==> src/rtl/gsc_pkg.sv <==
// Shared types and constants for the graphics packet census parser.
package gsc_pkg;

  // Counter bank layout
  localparam int NUM_CNT   = 15;
  localparam int CNT_IDX_W = 4;
  localparam logic [CNT_IDX_W-1:0] LAST_CNT_ID = CNT_IDX_W'(NUM_CNT - 1);

  localparam int CNT_BYTES  = 0;
  localparam int CNT_TAGS   = 1;
  localparam int CNT_IMAGE  = 2;
  localparam int CNT_AD     = 3;
  localparam int CNT_BITBLT = 4;
  localparam int CNT_TRXDIR = 5;
  localparam int CNT_TEX0   = 6;
  localparam int CNT_VERTS  = 7;
  localparam int NUM_PRIM   = 8;

  // Packets shorter than this produce no report
  localparam int MIN_REPORT_BYTES = 16;

  // Bytes in one full word
  localparam logic [3:0] WORD_BYTES = 4'd8;

  // Primitive type after reset: unknown
  localparam logic [2:0] PRIM_UNKNOWN = 3'd7;

  // Tag flag field values
  localparam logic [1:0] FLG_PACKED  = 2'd0;
  localparam logic [1:0] FLG_REGLIST = 2'd1;

  // Register descriptors
  localparam logic [3:0] DESC_PRIM = 4'h0;
  localparam logic [3:0] DESC_XYZ2 = 4'h4;
  localparam logic [3:0] DESC_XYZF2 = 4'h5;
  localparam logic [3:0] DESC_AD   = 4'hE;

  // A+D target addresses
  localparam logic [7:0] ADDR_PRIM   = 8'h00;
  localparam logic [7:0] ADDR_XYZ2   = 8'h04;
  localparam logic [7:0] ADDR_XYZF2  = 8'h05;
  localparam logic [7:0] ADDR_TEX0_1 = 8'h06;
  localparam logic [7:0] ADDR_TEX0_2 = 8'h07;
  localparam logic [7:0] ADDR_BITBLT = 8'h50;
  localparam logic [7:0] ADDR_TRXDIR = 8'h53;

  // Walker phase, one-hot
  typedef enum logic [6:0] {
    PH_TAG_LO    = 7'b0000001,
    PH_TAG_HI    = 7'b0000010,
    PH_IMAGE     = 7'b0000100,
    PH_REGLIST   = 7'b0001000,
    PH_PAD       = 7'b0010000,
    PH_PACKED_LO = 7'b0100000,
    PH_PACKED_HI = 7'b1000000
  } phase_t;

  // Events decoded from one word, consumed by the counter bank
  typedef struct packed {
    logic       tag;
    logic       ad;
    logic       bitblt;
    logic       trxdir;
    logic       tex0;
    logic       kick;
    logic [2:0] kick_prim;
    logic [3:0] image_take;
  } evt_t;

endpackage

==> src/rtl/gif_stream_census_parser.sv <==
// Top level of the graphics packet census parser.
// A packet streams in as 64-bit little-endian words, one per accepted word, the
// last one flagged by last_word. Each word is parsed straight from the input
// register: tags are decoded, image/disable payloads are skipped and their
// bytes counted, REGLIST and PACKED registers are stepped through, and vertex
// kicks are binned by the current primitive type, which carries over from packet
// to packet. Sustained rate is one word per clock, but for the stall below. At
// the last word of a packet of 16 bytes or more, fifteen saturating counters
// (COUNTER_BITS wide, shown as their low 32 bits) are copied to a report
// buffer and leave on the result channel, one per handshake, counter_id 0 to
// 14, last_result on the final one. Parsing of the next packet overlaps with
// that drain; only a packet's last word waits, in the input register, while
// a previous report is still in the buffer, so a drain can hold off a packet.
module gif_stream_census_parser import gsc_pkg::*; #(
  parameter int COUNTER_BITS = 32
) (
  input  logic                 clk,
  input  logic                 rst,
  input  logic                 word_valid,
  output logic                 word_ready,
  input  logic [1:0]           path,
  input  logic [31:0]          program_id,
  input  logic [63:0]          word,
  input  logic [3:0]           bytes_valid,
  input  logic                 last_word,
  output logic                 result_valid,
  input  logic                 result_ready,
  output logic [1:0]           class_path,
  output logic [31:0]          class_program,
  output logic [CNT_IDX_W-1:0] counter_id,
  output logic [31:0]          count,
  output logic                 last_result
);

  // input register
  logic        in_full;
  logic [1:0]  r_path;
  logic [31:0] r_program;
  logic [63:0] r_word;
  logic [3:0]  r_bytes;
  logic        r_last;

  logic        go;
  logic [3:0]  bytes_c;
  logic        full_w;

  evt_t                                 evt;
  logic [NUM_CNT-1:0][COUNTER_BITS-1:0] snap;
  logic [1:0]                           snap_path;
  logic [31:0]                          snap_program;
  logic                                 emit;

  // a last word needs the report buffer free
  assign go         = in_full && (!r_last || !result_valid);
  assign word_ready = !in_full || go;

  // out-of-range byte counts clamp to a full word
  assign bytes_c = (r_bytes > WORD_BYTES) ? WORD_BYTES : r_bytes;
  // a short last word is too short to finish a tag or register
  assign full_w  = (bytes_c == WORD_BYTES) || !r_last;

  always_ff @(posedge clk) begin
    if (rst) begin
      in_full <= 1'b0;
    end else if (word_ready) begin
      in_full <= word_valid;
    end
  end

  always_ff @(posedge clk) begin
    if (word_valid && word_ready) begin
      r_path    <= path;
      r_program <= program_id;
      r_word    <= word;
      r_bytes   <= bytes_valid;
      r_last    <= last_word;
    end
  end

  gsc_walker u_walker (
    .clk  (clk),
    .rst  (rst),
    .fire (go),
    .word (r_word),
    .bytes(bytes_c),
    .full (full_w),
    .last (r_last),
    .evt  (evt)
  );

  gsc_counters #(.CW(COUNTER_BITS)) u_counters (
    .clk         (clk),
    .rst         (rst),
    .fire        (go),
    .bytes       (bytes_c),
    .last        (r_last),
    .path        (r_path),
    .program_id  (r_program),
    .evt         (evt),
    .snap        (snap),
    .snap_path   (snap_path),
    .snap_program(snap_program),
    .emit        (emit)
  );

  gsc_report #(.CW(COUNTER_BITS)) u_report (
    .clk          (clk),
    .rst          (rst),
    .load         (emit),
    .snap         (snap),
    .snap_path    (snap_path),
    .snap_program (snap_program),
    .result_valid (result_valid),
    .result_ready (result_ready),
    .class_path   (class_path),
    .class_program(class_program),
    .counter_id   (counter_id),
    .count        (count),
    .last_result  (last_result)
  );

`ifndef SYNTHESIS
  // a report is never loaded over one still draining
  a_load_free: assert property (@(posedge clk) disable iff (rst)
    emit |-> !result_valid)
    else $error("report loaded while buffer busy");

  // the drain ends right after the final counter is taken
  a_drain_end: assert property (@(posedge clk) disable iff (rst)
    (result_valid && result_ready && last_result) |=> !result_valid)
    else $error("report still valid after final counter");

  // input stalls only on a held last word behind a busy report
  a_stall_cause: assert property (@(posedge clk) disable iff (rst)
    !word_ready |-> (in_full && r_last && result_valid))
    else $error("input stalled without cause");

  // counters leave in order, with no gap
  a_id_step: assert property (@(posedge clk) disable iff (rst)
    (result_valid && result_ready && !last_result) |=>
      (result_valid && counter_id == $past(counter_id) + 4'd1))
    else $error("counter id sequence broken");
`endif

endmodule

==> src/rtl/gsc_walker.sv <==
// Tag walker: phase tracking, register slot stepping and event decode per word.
module gsc_walker import gsc_pkg::*; (
  input  logic        clk,
  input  logic        rst,
  input  logic        fire,
  input  logic [63:0] word,
  input  logic [3:0]  bytes,
  input  logic        full,
  input  logic        last,
  output evt_t        evt
);

  phase_t      phase, phase_next;
  logic [2:0]  cur_prim, cur_prim_next;
  logic [14:0] loop_rem, loop_rem_next;
  logic [4:0]  reg_count, reg_count_next;
  logic [3:0]  reg_index, reg_index_next;
  logic [63:0] desc, desc_next;
  logic [63:0] held, held_next;
  logic [19:0] img_left, img_left_next;
  logic        pad, pad_next;

  logic [3:0]  d;
  logic [4:0]  idx_inc;
  logic        wrap;
  logic [14:0] loop_adv;
  logic        done;
  logic [14:0] nloop;
  logic [1:0]  flg;
  logic [4:0]  nreg;
  logic [7:0]  ad_addr;

  always_comb begin
    d        = desc[{reg_index, 2'b00} +: 4];
    idx_inc  = {1'b0, reg_index} + 5'd1;
    wrap     = idx_inc >= reg_count;
    loop_adv = (wrap && loop_rem != 15'd0) ? loop_rem - 15'd1 : loop_rem;
    done     = loop_adv == 15'd0;
    nloop    = held[14:0];
    flg      = held[59:58];
    nreg     = (held[63:60] == 4'd0) ? 5'd16 : {1'b0, held[63:60]};
    ad_addr  = word[7:0];

    phase_next     = phase;
    cur_prim_next  = cur_prim;
    loop_rem_next  = loop_rem;
    reg_count_next = reg_count;
    reg_index_next = reg_index;
    desc_next      = desc;
    held_next      = held;
    img_left_next  = img_left;
    pad_next       = pad;
    evt            = '0;
    evt.kick_prim  = cur_prim;

    case (phase)
      PH_TAG_LO: begin
        held_next  = word;
        phase_next = PH_TAG_HI;
      end
      PH_TAG_HI: begin
        if (full) begin
          evt.tag = 1'b1;
          if (held[46]) cur_prim_next = held[49:47];
          desc_next      = word;
          reg_count_next = nreg;
          reg_index_next = 4'd0;
          loop_rem_next  = nloop;
          phase_next     = PH_TAG_LO;
          if (flg[1]) begin
            img_left_next = {1'b0, nloop, 4'b0000};
            if (nloop != 15'd0) phase_next = PH_IMAGE;
          end else if (flg == FLG_REGLIST) begin
            pad_next = nloop[0] & nreg[0];
            if (nloop != 15'd0) phase_next = PH_REGLIST;
          end else begin
            if (nloop != 15'd0) phase_next = PH_PACKED_LO;
          end
        end
      end
      PH_IMAGE: begin
        evt.image_take = (img_left < 20'(bytes)) ? img_left[3:0] : bytes;
        img_left_next  = (img_left > 20'd8) ? img_left - 20'd8 : 20'd0;
        if (img_left <= 20'd8) phase_next = PH_TAG_LO;
      end
      PH_REGLIST: begin
        if (full) begin
          if (d == DESC_XYZ2 || d == DESC_XYZF2) evt.kick = 1'b1;
          else if (d == DESC_PRIM) cur_prim_next = word[2:0];
          reg_index_next = wrap ? 4'd0 : idx_inc[3:0];
          loop_rem_next  = loop_adv;
          if (done) phase_next = pad ? PH_PAD : PH_TAG_LO;
        end
      end
      PH_PAD: begin
        pad_next   = 1'b0;
        phase_next = PH_TAG_LO;
      end
      PH_PACKED_LO: begin
        held_next  = word;
        phase_next = PH_PACKED_HI;
      end
      PH_PACKED_HI: begin
        if (full) begin
          if (d == DESC_XYZ2 || d == DESC_XYZF2) begin
            if (!word[47]) evt.kick = 1'b1;
          end else if (d == DESC_PRIM) begin
            cur_prim_next = held[2:0];
          end else if (d == DESC_AD) begin
            evt.ad = 1'b1;
            if (ad_addr == ADDR_PRIM) cur_prim_next = held[2:0];
            else if (ad_addr == ADDR_XYZ2 || ad_addr == ADDR_XYZF2) evt.kick = 1'b1;
            else if (ad_addr == ADDR_BITBLT) evt.bitblt = 1'b1;
            else if (ad_addr == ADDR_TRXDIR) evt.trxdir = 1'b1;
            else if (ad_addr == ADDR_TEX0_1 || ad_addr == ADDR_TEX0_2) evt.tex0 = 1'b1;
          end
          reg_index_next = wrap ? 4'd0 : idx_inc[3:0];
          loop_rem_next  = loop_adv;
          phase_next     = done ? PH_TAG_LO : PH_PACKED_LO;
        end
      end
      default: begin
        phase_next = PH_TAG_LO;
      end
    endcase

    // end of packet: everything but the primitive type starts over
    if (last) begin
      phase_next     = PH_TAG_LO;
      loop_rem_next  = 15'd0;
      reg_count_next = 5'd0;
      reg_index_next = 4'd0;
      img_left_next  = 20'd0;
      pad_next       = 1'b0;
    end
  end

  always_ff @(posedge clk) begin
    if (rst) begin
      phase     <= PH_TAG_LO;
      cur_prim  <= PRIM_UNKNOWN;
      loop_rem  <= 15'd0;
      reg_count <= 5'd0;
      reg_index <= 4'd0;
      img_left  <= 20'd0;
      pad       <= 1'b0;
    end else if (fire) begin
      phase     <= phase_next;
      cur_prim  <= cur_prim_next;
      loop_rem  <= loop_rem_next;
      reg_count <= reg_count_next;
      reg_index <= reg_index_next;
      img_left  <= img_left_next;
      pad       <= pad_next;
    end
  end

  always_ff @(posedge clk) begin
    if (fire) begin
      desc <= desc_next;
      held <= held_next;
    end
  end

endmodule

==> src/rtl/gsc_counters.sv <==
// Per-packet saturating counter bank and packet class capture.
module gsc_counters import gsc_pkg::*; #(
  parameter int CW = 32
) (
  input  logic                       clk,
  input  logic                       rst,
  input  logic                       fire,
  input  logic [3:0]                 bytes,
  input  logic                       last,
  input  logic [1:0]                 path,
  input  logic [31:0]                program_id,
  input  evt_t                       evt,
  output logic [NUM_CNT-1:0][CW-1:0] snap,
  output logic [1:0]                 snap_path,
  output logic [31:0]                snap_program,
  output logic                       emit
);

  logic [NUM_CNT-1:0][CW-1:0] cnt;
  logic [NUM_CNT-1:0][3:0]    inc;
  logic [NUM_CNT-1:0][CW:0]   sum;
  logic                       started;
  logic [1:0]                 cls_path;
  logic [31:0]                cls_program;

  always_comb begin
    inc             = '0;
    inc[CNT_BYTES]  = bytes;
    inc[CNT_TAGS]   = {3'd0, evt.tag};
    inc[CNT_IMAGE]  = evt.image_take;
    inc[CNT_AD]     = {3'd0, evt.ad};
    inc[CNT_BITBLT] = {3'd0, evt.bitblt};
    inc[CNT_TRXDIR] = {3'd0, evt.trxdir};
    inc[CNT_TEX0]   = {3'd0, evt.tex0};
    for (int p = 0; p < NUM_PRIM; p++) begin
      inc[CNT_VERTS + p] = {3'd0, evt.kick && (evt.kick_prim == 3'(p))};
    end
    // saturating add: carry out pins the counter at all ones
    for (int k = 0; k < NUM_CNT; k++) begin
      sum[k]  = {1'b0, cnt[k]} + (CW + 1)'(inc[k]);
      snap[k] = sum[k][CW] ? '1 : sum[k][CW-1:0];
    end
  end

  // class comes from the packet's first word
  assign snap_path    = started ? cls_path : path;
  assign snap_program = started ? cls_program :
                        ((path == 2'd1) ? program_id : 32'd0);
  assign emit = fire && last && (snap[CNT_BYTES] >= CW'(MIN_REPORT_BYTES));

  always_ff @(posedge clk) begin
    if (rst) begin
      cnt     <= '0;
      started <= 1'b0;
    end else if (fire) begin
      if (last) begin
        cnt     <= '0;
        started <= 1'b0;
      end else begin
        cnt     <= snap;
        started <= 1'b1;
      end
    end
  end

  always_ff @(posedge clk) begin
    if (fire) begin
      cls_path    <= snap_path;
      cls_program <= snap_program;
    end
  end

endmodule

==> src/rtl/gsc_report.sv <==
// Report buffer: holds one packet's counters and shifts them out one per handshake.
module gsc_report import gsc_pkg::*; #(
  parameter int CW = 32
) (
  input  logic                       clk,
  input  logic                       rst,
  input  logic                       load,
  input  logic [NUM_CNT-1:0][CW-1:0] snap,
  input  logic [1:0]                 snap_path,
  input  logic [31:0]                snap_program,
  output logic                       result_valid,
  input  logic                       result_ready,
  output logic [1:0]                 class_path,
  output logic [31:0]                class_program,
  output logic [CNT_IDX_W-1:0]       counter_id,
  output logic [31:0]                count,
  output logic                       last_result
);

  logic [NUM_CNT-1:0][CW-1:0] buf_cnt;
  logic [CNT_IDX_W-1:0]       idx;
  logic                       busy;
  logic                       pop;

  assign pop           = busy && result_ready;
  assign result_valid  = busy;
  assign counter_id    = idx;
  assign count         = 32'(buf_cnt[0]);
  assign last_result   = idx == LAST_CNT_ID;

  always_ff @(posedge clk) begin
    if (rst) begin
      busy <= 1'b0;
      idx  <= '0;
    end else if (load) begin
      busy <= 1'b1;
      idx  <= '0;
    end else if (pop) begin
      idx <= idx + 1'b1;
      if (idx == LAST_CNT_ID) busy <= 1'b0;
    end
  end

  always_ff @(posedge clk) begin
    if (load) begin
      buf_cnt       <= snap;
      class_path    <= snap_path;
      class_program <= snap_program;
    end else if (pop) begin
      for (int k = 0; k < NUM_CNT - 1; k++) begin
        buf_cnt[k] <= buf_cnt[k+1];
      end
    end
  end

endmodule

==> config.mk <==
export PLATFORM = sky130hd
export DESIGN_NAME = gif_stream_census_parser
export DESIGN_NICKNAME = d
export VERILOG_FILES = /design/src/rtl/gsc_pkg.sv /design/src/rtl/gif_stream_census_parser.sv /design/src/rtl/gsc_walker.sv /design/src/rtl/gsc_counters.sv /design/src/rtl/gsc_report.sv
export SDC_FILE = /design/constraint.sdc
export NUM_CORES = 2
export LEC_CHECK = 0
export ABC_AREA = 0
export BUFFER_PORTS_ARGS = -buffer_cell sky130_fd_sc_hd__buf_2
export CAP_MARGIN = 20
export CORE_UTILIZATION = 56
export DETAILED_ROUTE_END_ITERATION = 16
export GPL_TIMING_DRIVEN = 0
export PLACE_DENSITY = 0.76
export SETUP_SLACK_MARGIN = 0.02
export SYNTH_ARGS = -nofsm -noshare
export SYNTH_HDL_FRONTEND = slang
export SYNTH_SLANG_ARGS = --single-unit
==> constraint.sdc <==
create_clock -name clk -period 28.6 [get_ports clk]
set_input_delay 1.43 -clock clk [delete_from_list [all_inputs] [get_ports clk]]
set_output_delay 1.43 -clock clk [all_outputs]
set_load 0.01 [all_outputs]
**Yosys cells after proc, flatten, opt, wreduce, memory -nomap -nowiden**

Index checks and enable logic that the tools add are counted.

- Equal/unequal tests: 45
- $lt $le $gt $ge: 6
- Shift-type cells: 1
- Reductions and logical operators: 50
- $add $sub $neg: 19
- Multiplexer cells: 97
- Bitwise operators: 1

Operator list:

| operator | number |
|---|---|
| $mux 448 | 2 |
| $mux 32 | 17 |
| $mux 480 | 1 |
| $add 32x1->33 | 13 |
| $mux 20 | 4 |
| $add 32x4->33 | 2 |
| $shiftx 64x7->4 | 1 |
| $mux 15 | 4 |
| $mux 7 | 7 |
| $mux 4 | 11 |
| $pmux 7 s6 | 1 |
| $mux 5 | 8 |
| $pmux 20 s2 | 1 |
| $mux 3 | 12 |
| $eq 8x3->1 const B | 4 |
| $ge 32x5->1 const B | 1 |
| $pmux 15 s2 | 1 |
| $reduce_bool 15->1 | 2 |
| $gt 20x4->1 const B | 1 |
| $le 20x4->1 const B | 1 |
| $lt 20x4->1 | 1 |
| $sub 20x4->20 const B | 1 |
| $mux 1 | 19 |
| $mux 6 | 3 |
| other kinds (45) | 101 |

- Input port bits: 107
- Output and inout bits: 73
- Flip-flop bits (word level): 1321
- Word-level logic and storage cells: 271

**Longest topological paths before layout**

- Word-level depth: 16
- Mapped depth: 24
- Mapped depth without buffers: 18

**Cells and area by module**

Synthesis repeated with hierarchy kept, for this count alone.

- Cell total of the unflattened synthesis: 6163
- Area total of the unflattened synthesis: 64345.5 µm²

Modules (own cells, without submodules):

| module | sequential area each (µm²) | instances | area an instance (µm²) | cells an instance |
|---|---|---|---|---|
| gsc_counters | 10650.2 | 1 | 32575.0 | 4303 |
| gsc_report | 15534.9 | 1 | 21543.2 | 1071 |
| gsc_walker | 3713.6 | 1 | 7053.0 | 675 |
| gif_stream_census_parser | 3113.0 | 1 | 3174.3 | 114 |

**Least setup slack after synthesis**

OpenSTA, ideal clock, no wires.

- Path kind: reg2reg
- From: register r_bytes[3]
- To: register u_report.buf_cnt[100] in the netlist's numbering, enable pin
- Stages on the path, launching flop included: 18
- Setup slack: 15114 ps
- Setup time: 850 ps
- Data arrival time: 12636 ps
- Required time: 27750 ps
- Path buffers: 3
- Clock period less this slack: 13486 ps
- Cell sequence: edfxtp_1 > inv_1 > nand2_1 > inv_1 > ha_1 > fa_1 > a211o_1 > nand3_1 > nor2_1 > o21ai_0 > nand4b_1 > nor4_2 > a21o_1 > inv_2 > buf_6 > buf_6 > buf_6 > or2_1

- Cells in the longest elaborated chain, start to end: 7

RTL lines:

| item | RTL line | source |
|---|---|---|
| from (decl) | gif_stream_census_parser.sv:40 | `logic [3:0] r_bytes;` |
| from (signal assigned) | gif_stream_census_parser.sv:75 | `r_bytes <= bytes_valid;` |
| $gt 4x4->1 | gif_stream_census_parser.sv:58 | `assign bytes_c = (r_bytes > WORD_BYTES) ? WORD_BYTES : r_bytes;` |
| $mux 4 (*) | gif_stream_census_parser.sv:58 |  |
| $add 32x4->33 (*) | gsc_counters.sv:40 | `sum[k] = {1'b0, cnt[k]} + (CW + 1)'(inc[k]);` |
| $mux 32 (*) | gsc_counters.sv:41 | `snap[k] = sum[k][CW] ? '1 : sum[k][CW-1:0];` |
| $ge 32x5->1 (*) | gsc_counters.sv:49 | `assign emit = fire && last && (snap[CNT_BYTES] >= CW'(MIN_REPORT_BYTES));` |
| $logic_and 1x1->1 (*) | gsc_counters.sv:49 |  |
| $reduce_bool 2->1 (no line) (*) | -- |  |
| to (signal assigned) | gsc_report.sv:46 | `buf_cnt <= snap;` |
| to (signal, indexed assignment) | gsc_report.sv:51 | `buf_cnt[k] <= buf_cnt[k+1];` |
| to (decl) | gsc_report.sv:20 | `logic [NUM_CNT-1:0][CW-1:0] buf_cnt;` |

Every way passes the cells marked *; elsewhere a longest branch is shown, timed or not.
A chain may end at the register's enable or synchronous reset.

==> impl_metrics.yaml <==
sta:
  maxSlewHeadroom_pct: 10.42
  finalClockSkew_ns: 0.03676
  finalSetupTns_ns: 0
  worst_slew_pin_slew_ns: 1.344
  fin_crit_ns: 7.754
  rsz0062_at_grt: "false"
  post-route-period-util_pct: 27.11
  fmax_mhz: 129.0
  finalHoldViolations: 0
  setup_viol: 0
  drv_slew: 0
floorplanning:
  die_area_mm2: 0.1187
  fp.dieW_um: 344.6
  rows: 125
  die_y_um: 344.6
  core_mm2: 0.1162
  initial_utilization_pct: 56.56
  io_pins: 180
synth:
  syn_area_mm2: 0.06572
  ys.warnings.count: 0
  synthFlopType: "edfxtp_1"
  yosys_register_bits: 1279
  yosysUniqueCellTypes: 90
  synth-edff-count: 740
  async_flop_share_pct: 0
  ys_seq_area_share_pct: 50.23
  syn_inst: 6437
  synth_nets: 6591
  avgSynthCellArea_um2: 10.21
flow_run:
  drv_cap: 0
worst_setup_path:
  ff2ff_path_depth: 21
  crit_path_start_kind: "flip-flop"
  crit_type: "flip-flop to flip-flop"
  endpoint_kind: "flip-flop"
  cp_max_fo: 10
  cp.required_ns: 29.30
  cp.arrival_ns: 8.46
cts:
  clockBufferDepth: 3
  cts_max_level: 4
  cts_hold_buf: 0
  cts_buffers: 142
  cts.sinks: 1279
  clkTransAtPathRegs_ns: 0.06
  cts_tree: "yes"
  ctsResizeCount: 0
  cts_root_buffer: "clkbuf_16"
  worstSkewPairLatency_ns: 0.83
  post-cts-setup-buffers: 0
pwr:
  power.density_mw_per_mm2: 54.61
  ir_drop_mv: 0.06784
  leakage_nw: 27.26
routing:
  vias: 56156
  drc: 0
  routed_wl_um: 237700
  drt-wirelength-per-cell_um: 28.02
  vias_per_cell: 6.618
  drtIter0Drc: 8389
  ant_nets: 0
  firstDrtPassIters: 7
global_route:
  grt.total_usage_pct: 39.28
  antenna_found_initial: 22
  grt_pass1_vias: 51724
  grt_pass1_wl_um: 339900
  grt_max_degree: 76
  overflow: 0
cells_and_area:
  drive_above_1_share_pct: 15.69
  area_growth_pct: 13.30
  fin_nets: 6976
  final_core_util_pct: 64.08
placed_design:
  place.gp.congestion: 0.9896
  dp_hpwl_um: 169600
  io_buffers: 178
status:
  status: "complete, no violations"
hold_path:
  min_path_type: "flip-flop to flip-flop"
  min_path_cells: 0
routing by layer:
layer  track usage, %  routed length, um  vias to the layer above
met2            58.49             101900                     3964
met3            10.72              31380                      864
met4            24.95              16680                        8
met1            50.58              87670                    26828
met5                0                 69                        -
li1                 -                  -                    24492
layout make-up:
class | instances | area, um2
Fill cell | 9234 | 41740
Antenna cell | 19 | 47.55
Multi-Input combinational cell | 4507 | 29870
Inverter | 110 | 412.9
Buffer | 541 | 2481
Timing Repair Buffer | 241 | 1948
Tap cell | 1524 | 1907
Clock buffer | 183 | 3779
Sequential cell | 1279 | 33010
Clock inverter | 81 | 1013
stage by stage:
step | cells | area [um2] | worst slack, ns | power (mW) | hold WS, ns
floorplan | 6437 | 65720 | 15.11 | 2.085 | 0.4003
global placement | 8139 | 68520 | 8.922 | 2.184 | 0.4004
detailed placement | 8199 | 69590 | 21.07 | 2.196 | 0.4045
CTS | 8463 | 74380 | 21.04 | 4.050 | 0.4173
global route | 8472 | 74440 | 20.65 | 4.137 | 0.4232
finish | 8485 | 74470 | 20.85 | 4.066 | 0.4120
sequential cells by signal, indices dropped and copies added (netlist names), 7 cells and up:
name,cells
u_walker.desc,64
u_report.buf_cnt,448
u_walker.held,25
u_walker.phase,7
r_word,64
r_program,32
u_report.class_program,32
u_walker.img_left,17
u_counters.cnt,480
u_counters.cls_program,32
u_walker.loop_rem,15
u_report.count,32
cells in the final DEF, fill, tap and decap left out, types with 179 or more instances in the layout:
cell type	count
nand2_1	620
mux2_4	258
o21ai_0	194
buf_2	226
nor2_1	588
mux2_2	179
xnor2_1	215
dfxtp_1	539
nand3_1	255
nor3_1	201
clkbuf_1	407
edfxtp_1	740
a21oi_1	437
power breakdown:
part           total (mW)  leakage (nW)  switching [mW]  internal, mW
Combinational       0.205          13.9           0.156        0.0491
Clock                1.90          2.31           0.831          1.06
Sequential           1.97          11.1          0.0108          1.96
Total                4.07          27.3           0.997          3.07
critical path, stage by stage, from the launching register on:
cell	delay, ns
dfxtp_1	0.34
clkbuf_1	0.56
buf_2	0.40
mux4_2	0.38
mux4_2	0.51
or4_1	0.47
nor4_1	0.26
a21oi_1	0.12
nand2b_1	0.25
nor2_1	0.45
ha_1	0.32
ha_1	0.25
nand3_1	0.22
nor3b_1	0.44
clkbuf_1	0.40
nand4_1	0.24
nor3_1	0.70
nand3_1	0.35
clkbuf_1	0.31
clkbuf_1	0.35
nand3_1	0.17
o21a_1	0.12
final timing paths:
check	start	end	slack (ns)
max	u_walker.reg_index[1]	u_report.buf_cnt[475]	20.85
min	r_word[57]	u_walker.desc[57]	0.41
max reg2reg	u_walker.reg_index[1]	u_report.buf_cnt[475]	20.85
min reg2reg	r_word[57]	u_walker.desc[57]	0.41
cells by family (layout without fill, tap and decap cells):
family                     after synthesis  count (layout)  synth area share [%]
AOI/OAI and AO/OA                     1368            1368                 13.11
xor gates and xnor gates               362             362                 4.824
other                                    0              19                     0
DFF                                   1279            1279                 50.23
muxes                                  486             486                 10.10
adders and majority gates               47              47                0.9176
buffers and inverters                  651            1156                 4.371
and+or+nand+nor                       2244            2244                 16.45
cell usage after synthesis (41+ instances only):
| library cell | number | area share, % |
|---|---|---|
| edfxtp_1 | 740 | 34 |
| nand2_1 | 620 | 3.5 |
| nor2_1 | 588 | 3.4 |
| dfxtp_1 | 539 | 16 |
| a21oi_1 | 437 | 3.3 |
| clkbuf_1 | 384 | 2.2 |
| mux2_4 | 258 | 5.9 |
| nand3_1 | 255 | 1.9 |
| xnor2_1 | 215 | 2.9 |
| nor3_1 | 202 | 1.5 |
| o21ai_0 | 194 | 1.5 |
| mux2_2 | 179 | 3.1 |
| a31oi_1 | 156 | 1.5 |
| a22oi_1 | 147 | 1.7 |
| xor2_1 | 147 | 2.0 |
| nand4_1 | 128 | 1.2 |
| and3_1 | 124 | 1.2 |
| inv_1 | 107 | 0.61 |
| o22ai_1 | 102 | 0.97 |
| a211oi_1 | 80 | 0.91 |
| and4_1 | 51 | 0.68 |
| nand2b_1 | 48 | 0.46 |
| nor4_1 | 47 | 0.45 |
| ha_1 | 45 | 0.86 |
| buf_1 | 44 | 0.25 |
| and2_1 | 42 | 0.40 |
| buf_2 | 42 | 0.32 |
| a22o_1 | 41 | 0.55 |
Note: power is estimated with default switching activity, not from simulation.
